<file path="src/clsg_pkg.sv">
// Shared types, constants and the modular fold for the combined LCG generator.
// Used by clsg_front, clsg_engine and the top level combined_lcg_shuffled_generator.
package clsg_pkg;

  localparam int unsigned DataW = 31;

  // Generator moduli and multipliers
  localparam logic [31:0] ModA = 32'd2147483563;
  localparam logic [31:0] ModB = 32'd2147483399;
  localparam logic [15:0] MulA = 16'd40014;
  localparam logic [15:0] MulB = 16'd40692;
  // 2^31 mod m for each modulus
  localparam logic [7:0]  FoldA = 8'd85;
  localparam logic [7:0]  FoldB = 8'd249;
  localparam logic [31:0] RangeTop = 32'd2147483562;
  localparam logic [DataW-1:0] SecondReset = 31'd123456789;
  localparam int unsigned ProdW = DataW + 16;

  // Input opcode value for reseed
  localparam logic OpReseed = 1'b1;

  typedef enum logic {
    CMD_DRAW   = 1'b0,
    CMD_RESEED = 1'b1
  } cmd_kind_e;

  typedef struct packed {
    cmd_kind_e        kind;
    logic [DataW-1:0] seed;
  } cmd_t;

  typedef enum logic [6:0] {
    S_IDLE      = 7'b0000001,
    S_DRAW_WAIT = 7'b0000010,
    S_DRAW_READ = 7'b0000100,
    S_DRAW_MIX  = 7'b0001000,
    S_SEED_MUL  = 7'b0010000,
    S_SEED_RED  = 7'b0100000,
    S_SETTLE    = 7'b1000000
  } eng_state_e;

  // Reduce a registered product mul*z (z < 2^31, mul < 2^16) modulo m = 2^31 - k.
  // hi*k + lo stays below 2m, so one conditional subtract finishes it.
  function automatic logic [DataW-1:0] lehmer_fold(input logic [ProdW-1:0] prod,
                                                   input logic [7:0]       fold,
                                                   input logic [31:0]      modulus);
    logic [31:0] sum;
    sum = 32'(prod[DataW-1:0]) + 32'(prod[ProdW-1:DataW]) * 32'(fold);
    return (sum >= modulus) ? DataW'(sum - modulus) : sum[DataW-1:0];
  endfunction

endpackage

</file>
<file path="src/combined_lcg_shuffled_generator.sv">
// Draw: a popped command steps through the wait, read and mix states and back to idle; the
// result register loads on leaving mix, which holds while the output stalls. Reseed: each
// generator step is a multiply state then a fold state, for WARMUP_STEPS+TABLE_DEPTH steps.
// A 2-entry command queue keeps accepting while the engine or output stalls, until it is full.
// Reset: generators 1 and 123456789, last output 0, table reads zero via per-entry
// valid bits; no clearing pass.
module combined_lcg_shuffled_generator
  import clsg_pkg::*;
#(
  parameter int unsigned TABLE_DEPTH  = 64,
  parameter int unsigned WARMUP_STEPS = 8
) (
  input  logic        clk_i,
  input  logic        rst_ni,
  input  logic        s_axis_tvalid_i,
  output logic        s_axis_tready_o,
  input  logic [31:0] s_axis_tdata_i,  // [30:0] seed_magnitude, [31] zero
  input  logic        s_axis_tuser_i,  // [0] opcode
  output logic        m_axis_tvalid_o,
  input  logic        m_axis_tready_i,
  output logic [63:0] m_axis_tdata_o   // [30:0] random_value, [61:31] first_generator_state
);

  logic             cmd_valid;
  cmd_t             cmd;
  logic             cmd_pop;
  logic [DataW-1:0] rand_val;
  logic [DataW-1:0] first_val;

  clsg_front u_front (
    .clk_i       (clk_i),
    .rst_ni      (rst_ni),
    .s_tvalid_i  (s_axis_tvalid_i),
    .s_tready_o  (s_axis_tready_o),
    .s_seed_i    (s_axis_tdata_i[DataW-1:0]),
    .s_op_i      (s_axis_tuser_i),
    .cmd_valid_o (cmd_valid),
    .cmd_o       (cmd),
    .cmd_pop_i   (cmd_pop)
  );

  clsg_engine #(
    .TABLE_DEPTH  (TABLE_DEPTH),
    .WARMUP_STEPS (WARMUP_STEPS)
  ) u_engine (
    .clk_i       (clk_i),
    .rst_ni      (rst_ni),
    .cmd_valid_i (cmd_valid),
    .cmd_i       (cmd),
    .cmd_pop_o   (cmd_pop),
    .out_valid_o (m_axis_tvalid_o),
    .out_ready_i (m_axis_tready_i),
    .rand_o      (rand_val),
    .first_o     (first_val)
  );

  assign m_axis_tdata_o = {2'b00, first_val, rand_val};

  // Engine pops only a queued command
  assert property (@(posedge clk_i) disable iff (!rst_ni) cmd_pop |-> cmd_valid)
    else $error("engine popped an empty command queue");

  // A full queue is never empty
  assert property (@(posedge clk_i) disable iff (!rst_ni) !s_axis_tready_o |-> cmd_valid)
    else $error("queue reports full with no command held");

  // Every delivered value lies within the generator range
  assert property (@(posedge clk_i) disable iff (!rst_ni)
    m_axis_tvalid_o |-> (rand_val != '0) && (32'(rand_val) <= RangeTop))
    else $error("random value out of range");

endmodule

</file>
<file path="src/clsg_front.sv">
// Front end: accepts input items, classifies them into commands and queues them.
// Depends on clsg_pkg for the command type and opcode constant.
module clsg_front
  import clsg_pkg::*;
(
  input  logic             clk_i,
  input  logic             rst_ni,
  input  logic             s_tvalid_i,
  output logic             s_tready_o,
  input  logic [DataW-1:0] s_seed_i,
  input  logic             s_op_i,
  output logic             cmd_valid_o,
  output cmd_t             cmd_o,
  input  logic             cmd_pop_i
);

  cmd_t       queue_q [2];
  logic       wr_ptr_q, wr_ptr_d;
  logic       rd_ptr_q, rd_ptr_d;
  logic [1:0] count_q, count_d;
  logic       push;
  cmd_t       cmd_in;

  // Classify: opcode to command kind, zero seed becomes one
  always_comb begin
    cmd_in.kind = (s_op_i == OpReseed) ? CMD_RESEED : CMD_DRAW;
    cmd_in.seed = (s_seed_i == '0) ? DataW'(1) : s_seed_i;
  end

  assign s_tready_o  = (count_q != 2'd2);
  assign push        = s_tvalid_i && s_tready_o;
  assign cmd_valid_o = (count_q != 2'd0);
  assign cmd_o       = queue_q[rd_ptr_q];

  // Advance pointers and fill count
  always_comb begin
    wr_ptr_d = wr_ptr_q ^ push;
    rd_ptr_d = rd_ptr_q ^ cmd_pop_i;
    count_d  = count_q + 2'(push) - 2'(cmd_pop_i);
  end

  always_ff @(posedge clk_i or negedge rst_ni) begin
    if (!rst_ni) begin
      wr_ptr_q <= 1'b0;
      rd_ptr_q <= 1'b0;
      count_q  <= 2'd0;
    end else begin
      wr_ptr_q <= wr_ptr_d;
      rd_ptr_q <= rd_ptr_d;
      count_q  <= count_d;
    end
  end

  // Hold queued commands
  always_ff @(posedge clk_i) begin
    if (push) begin
      queue_q[wr_ptr_q] <= cmd_in;
    end
  end

endmodule

</file>
<file path="src/clsg_engine.sv">
// Back end: runs both generators, the reseed sequence and the shuffle table.
// Depends on clsg_pkg for constants, the modular fold and the state type.
module clsg_engine
  import clsg_pkg::*;
#(
  parameter int unsigned TABLE_DEPTH  = 64,
  parameter int unsigned WARMUP_STEPS = 8
) (
  input  logic             clk_i,
  input  logic             rst_ni,
  input  logic             cmd_valid_i,
  input  cmd_t             cmd_i,
  output logic             cmd_pop_o,
  output logic             out_valid_o,
  input  logic             out_ready_i,
  output logic [DataW-1:0] rand_o,
  output logic [DataW-1:0] first_o
);

  localparam int unsigned IdxW  = $clog2(TABLE_DEPTH);
  localparam int unsigned QW    = IdxW + 1;
  localparam int unsigned PW    = 32 + QW;
  localparam int unsigned Total = TABLE_DEPTH + WARMUP_STEPS;
  localparam int unsigned CntW  = $clog2(Total);
  localparam longint unsigned SlotDiv = 64'd1 + 64'd2147483562 / 64'(TABLE_DEPTH);
  localparam longint unsigned Recip   = (64'd1 << 32) / SlotDiv;

  eng_state_e state_q, state_d;

  logic [DataW-1:0] a_q, b_q, last_q;
  logic [ProdW-1:0] prod_a_q, prod_b_q;
  logic [PW-1:0]    qprod_q;
  logic [IdxW-1:0]  slot_q, slot_d;
  logic [CntW-1:0]  cnt_q;
  logic [DataW-1:0] a_red, b_red;
  logic [QW-1:0]    q_est, q_fix;
  logic [31:0]      rem;
  logic [31:0]      diff;
  logic [DataW-1:0] mixed;
  logic             out_free;
  logic             mix_fire;
  logic             seed_write;
  logic             seed_done;

  logic [DataW-1:0]       tbl_mem [TABLE_DEPTH];
  logic [TABLE_DEPTH-1:0] tbl_vld_q;
  logic [DataW-1:0]       rd_data_q;
  logic                   rd_vld_q;
  logic                   tbl_we;
  logic [IdxW-1:0]        tbl_waddr;
  logic [DataW-1:0]       tbl_wdata;

  logic             out_valid_q;
  logic [DataW-1:0] out_rand_q, out_first_q;

  // Reduce registered products
  assign a_red = lehmer_fold(prod_a_q, FoldA, ModA);
  assign b_red = lehmer_fold(prod_b_q, FoldB, ModB);

  // Slot from last output: reciprocal estimate, then one correction step
  always_comb begin
    q_est = qprod_q[32 +: QW];
    rem   = 32'(last_q) - 32'(q_est) * 32'(SlotDiv);
    q_fix = q_est + QW'(rem >= 32'(SlotDiv));
    slot_d = (q_fix >= QW'(TABLE_DEPTH)) ? IdxW'(TABLE_DEPTH - 1) : q_fix[IdxW-1:0];
  end

  // Combine table word with second generator, wrap into range
  always_comb begin
    diff  = 32'(rd_vld_q ? rd_data_q : '0) - 32'(b_q);
    mixed = (rd_data_q > b_q && rd_vld_q) ? diff[DataW-1:0] : DataW'(diff + RangeTop);
  end

  assign out_free   = !out_valid_q || out_ready_i;
  assign mix_fire   = (state_q == S_DRAW_MIX) && out_free;
  assign seed_write = (state_q == S_SEED_RED) &&
                      ({1'b0, cnt_q} < (CntW + 1)'(TABLE_DEPTH));
  assign seed_done  = (state_q == S_SEED_RED) && (cnt_q == '0);
  assign cmd_pop_o  = (state_q == S_IDLE) && cmd_valid_i;

  // Sequence draws and reseeds
  always_comb begin
    state_d = state_q;
    case (state_q)
      S_IDLE: begin
        if (cmd_valid_i) begin
          state_d = (cmd_i.kind == CMD_RESEED) ? S_SEED_MUL : S_DRAW_WAIT;
        end
      end
      S_DRAW_WAIT: state_d = S_DRAW_READ;
      S_DRAW_READ: state_d = S_DRAW_MIX;
      S_DRAW_MIX: begin
        if (out_free) begin
          state_d = S_IDLE;
        end
      end
      S_SEED_MUL: state_d = S_SEED_RED;
      S_SEED_RED: state_d = seed_done ? S_SETTLE : S_SEED_MUL;
      S_SETTLE:   state_d = S_DRAW_WAIT;
      default:    state_d = S_IDLE;
    endcase
  end

  // Control and generator state
  always_ff @(posedge clk_i or negedge rst_ni) begin
    if (!rst_ni) begin
      state_q     <= S_IDLE;
      a_q         <= DataW'(1);
      b_q         <= SecondReset;
      last_q      <= '0;
      cnt_q       <= '0;
      qprod_q     <= '0;
      slot_q      <= '0;
      out_valid_q <= 1'b0;
      tbl_vld_q   <= '0;
    end else begin
      state_q <= state_d;
      qprod_q <= PW'(last_q) * PW'(Recip);
      slot_q  <= slot_d;
      if (cmd_pop_o && cmd_i.kind == CMD_RESEED) begin
        a_q   <= cmd_i.seed;
        b_q   <= cmd_i.seed;
        cnt_q <= CntW'(Total - 1);
      end
      if (state_q == S_DRAW_READ) begin
        a_q <= a_red;
        b_q <= b_red;
      end
      if (state_q == S_SEED_RED) begin
        a_q   <= a_red;
        cnt_q <= cnt_q - CntW'(1);
        if (seed_done) begin
          last_q <= a_red;
        end
      end
      if (mix_fire) begin
        last_q <= mixed;
      end
      if (tbl_we) begin
        tbl_vld_q[tbl_waddr] <= 1'b1;
      end
      if (mix_fire) begin
        out_valid_q <= 1'b1;
      end else if (out_ready_i) begin
        out_valid_q <= 1'b0;
      end
    end
  end

  // Free-running constant multipliers
  always_ff @(posedge clk_i) begin
    prod_a_q <= ProdW'(a_q) * ProdW'(MulA);
    prod_b_q <= ProdW'(b_q) * ProdW'(MulB);
  end

  // Shuffle table: write on refill or fill step, registered read at the slot
  assign tbl_we    = mix_fire || seed_write;
  assign tbl_waddr = mix_fire ? slot_q : cnt_q[IdxW-1:0];
  assign tbl_wdata = mix_fire ? a_q : a_red;

  always_ff @(posedge clk_i) begin
    if (tbl_we) begin
      tbl_mem[tbl_waddr] <= tbl_wdata;
    end
    rd_data_q <= tbl_mem[slot_q];
    rd_vld_q  <= tbl_vld_q[slot_q];
  end

  // Result register
  always_ff @(posedge clk_i) begin
    if (mix_fire) begin
      out_rand_q  <= mixed;
      out_first_q <= a_q;
    end
  end

  assign out_valid_o = out_valid_q;
  assign rand_o      = out_rand_q;
  assign first_o     = out_first_q;

endmodule
</file>
<file path="config.mk">
export PLATFORM = sky130hd
export DESIGN_NAME = combined_lcg_shuffled_generator
export DESIGN_NICKNAME = d
export VERILOG_FILES = /design/src/clsg_pkg.sv /design/src/combined_lcg_shuffled_generator.sv /design/src/clsg_front.sv /design/src/clsg_engine.sv
export SDC_FILE = /design/constraint.sdc
export NUM_CORES = 2
export LEC_CHECK = 0
export BUFFER_PORTS_ARGS = -buffer_cell sky130_fd_sc_hd__clkbuf_2
export CAP_MARGIN = 25
export CORE_UTILIZATION = 50
export DETAILED_ROUTE_END_ITERATION = 16
export PLACE_DENSITY = 0.65
export SETUP_SLACK_MARGIN = 0.15
export SLEW_MARGIN = 20
export SYNTH_ARGS = -nofsm -noshare
export SYNTH_HDL_FRONTEND = slang
export SYNTH_SLANG_ARGS = --single-unit
export TNS_END_PERCENT = 30
</file>
<file path="constraint.sdc">
create_clock -name clk_i -period 12.9 [get_ports clk_i]
set_clock_uncertainty 0.1 [all_clocks]
set_input_delay 0.645 -clock clk_i [delete_from_list [all_inputs] [get_ports clk_i]]
set_output_delay 0.645 -clock clk_i [all_outputs]
set_load 0.01 [all_outputs]
</file>
==> results.md <==
* I/O pin cnt at 103
* Routed len/inst at 27.8 µm
* Ys async rst share at 0.0777
* IO Port Bufs at 99
* Antenna Violating Nets Remaining at 0
* Finished Cell Area at 0.134 mm²
* Global-route wire length before repair at 458000 µm
* Post-Syn Area at 0.121 mm²
* Hpwl dp at 201000 µm
* Setup crit start kind: flip-flop
* Final min period at 7.96 ns
* GR Util All Layers at 0.258
* Distinct cells, synth at 99
* Drt first pass iters at 6
* Endpoints failing hold at 0
* Top_reg_cell synth: edfxtp_1
* Clk_lat worst skew at 0.90 ns
* Yosys top cell by area: edfxtp_1
* Critical Path RT at 13.51 ns
* Total CTS buffers at 231
* DP Area at 0.126 mm²
* GP Congestion at 0.932
* Crit-path max FO at 6
* Core area at 0.239 mm²
* Chip Width at 493 µm
* CP Class: reg2reg
* FMAX at 126 MHz
* Synth warn at 0
* Min-Delay Path Class: in2reg
* MaxCap Viol Count at 0
* Max incr delay on CP at 0.74 ns
* RSZ-0062 raised after global routing: no
* Root Buffer: clkbuf_16
* Final nets at 8842
* Top cells by count, synth: edfxtp_1, inv_1, mux4_2, ha_1, fa_1
* GRT overflow at 0
* Slowest CP cell: fa_1
* Yosys reg bits at 2421
* Clk buf depth at 3
* Period utilization at 0.617
* Die Height at 493 µm
* Die ar. at 0.243 mm²
* DR iter-0 viols at 7098
* Vias in the first global route at 68.5k
* Syn avg cell area at 16.0 µm²
* Max-slew headroom at 0.264
* Post-synth EDFFs at 2110
* Worst-Margin Slew at 1.10 ns
* Drt drc at 0
* Setup Viol. Count Final at 0
* Setup TNS at 0 ns
* Reg clk slew, reported paths at 0.06 ns
* Status: finished, final reports clean
* WL final at 310000 µm
* Via density at 6.07
* Postcts setup bufs at 0
* Sequential area share after synthesis at 0.585
* Clock sink count at 2421
* Fraction of layout cells with a size suffix above 1 at 0.190
* Final Max Tran Viols at 0
* Main area contributors after synthesis: edfxtp_1, mux4_2, fa_1
* Initial Utilization at 0.505
* Htree depth at 4
* Synthesis-to-finish area growth at 11.4%
* Most common cell in the netlist: edfxtp_1
* Largest net degree at the start of global routing at 117
* WHS at 0.123 ns
* CTS tree: built
* Yosys top cell area share at 0.526
* # rows at 179
* Via count at 67.6k
* Arrival time worst endpoint at 8.57 ns
* Post-Synthesis Cells at 7531
* Initial antenna violation count at 16
* Worst setup EP type: flip-flop
## state kept, by name, summed over array words and instances, names as in the netlist, 7 cells and up
| signal | flops |
|---|---|
| u_engine.a_q | 31 |
| u_engine.b_q | 31 |
| u_engine.cnt_q | 7 |
| u_engine.first_o | 31 |
| u_engine.last_q | 31 |
| u_engine.prod_a_q | 46 |
| u_engine.prod_b_q | 45 |
| u_engine.rand_o | 31 |
| u_engine.rd_data_q | 31 |
| u_engine.state_q | 7 |
| u_engine.tbl_mem | 1984 |
| u_engine.tbl_vld_q | 64 |
| u_front.queue_q | 64 |
## routing by layer
layer	global-route usage	wire length (µm)
met5	0	35
met4	0.0762	9460
met3	0.0356	21900
met2	0.424	152000
met1	0.359	127000
## cell usage in the layout (no fill, tap or decap), types with 52 or more instances in the layout
cell type  count
a21o_1       112
a21oi_1      236
and2_1        53
buf_4        148
clkbuf_16    237
clkbuf_2      99
dfrtp_1      164
dfxtp_1      123
edfxtp_1    2110
fa_1         467
ha_1         573
inv_1        752
mux2i_1       52
mux4_2       660
nand2_1      243
nand3_1       86
nor2_1       204
nor2_4        72
nor3_1        79
o211ai_1      56
o21ai_0      191
or2_2         78
xnor2_1      141
xor2_1        65
## logic make-up after synthesis
family	after synthesis	synth area share
DFF	2421	0.585
and+or+nand+nor	1114	0.0467
buffers and inverters	1046	0.0328
adders and majority gates	1042	0.137
AOI/OAI and AO/OA	972	0.0536
muxes	729	0.129
xor gates and xnor gates	206	0.0150
other	1	0.0000311
## timing repair
item	in CTS	in global routing
endpoints found under the hold margin	177	0
gates resized for setup	0	0
hold buffers	32	0
## final cells by class
class	instances	area [µm²]
diodes	10	25.0
clock buffers	286	6180
clock inverters	147	1740
fillers	18600	104000
inverters	753	2830
multi-input cells	4065	46800
flip-flops and latches	2421	70600
well taps	3167	3960
repair buffers	291	2150
## metrics by stage
| step | std cells | util | setup slack [ns] |
|---|---|---|---|
| 6_report | 11100 | 0.562 | 4.94 |
| 5_1_grt | 11100 | 0.562 | 4.37 |
| 4_1_cts | 11100 | 0.562 | 4.98 |
| 3_5_place_dp | 10700 | 0.527 | 5.01 |
| 3_3_place_gp | 10700 | 0.527 | 5.02 |
| 2_1_floorplan | 7532 | - | 3.95 |
## critical path: cells and delay by family, from the launching register on
kind            cells  cell delay, ns
flops               1            0.48
fa+ha+maj           7            3.19
compound gates      9            2.01
simple gates        9            1.61
mux                 1            0.14
buf+inv             4            0.29
## final timing paths
kind	startpoint	endpoint	slack, ns	cells past startpoint
min in group asynchronous	rst_ni	u_engine.cnt_q[1]	0.27	2
max reg2reg	u_engine.qprod_q[35]	u_engine.slot_q[5]	4.94	30
min reg2reg	u_engine.tbl_vld_q[51]	u_engine.tbl_vld_q[51]	0.37	1
max	u_engine.qprod_q[35]	u_engine.slot_q[5]	4.94	30
min	s_axis_tdata_i[0]	u_front.queue_q[1][0]	0.12	2
max in group asynchronous	rst_ni	u_engine.b_q[26]	11.33	4
Power is left out: the tool's default activity adds up to more than one toggle a clock period on the data nets, which glitch-free logic cannot reach.
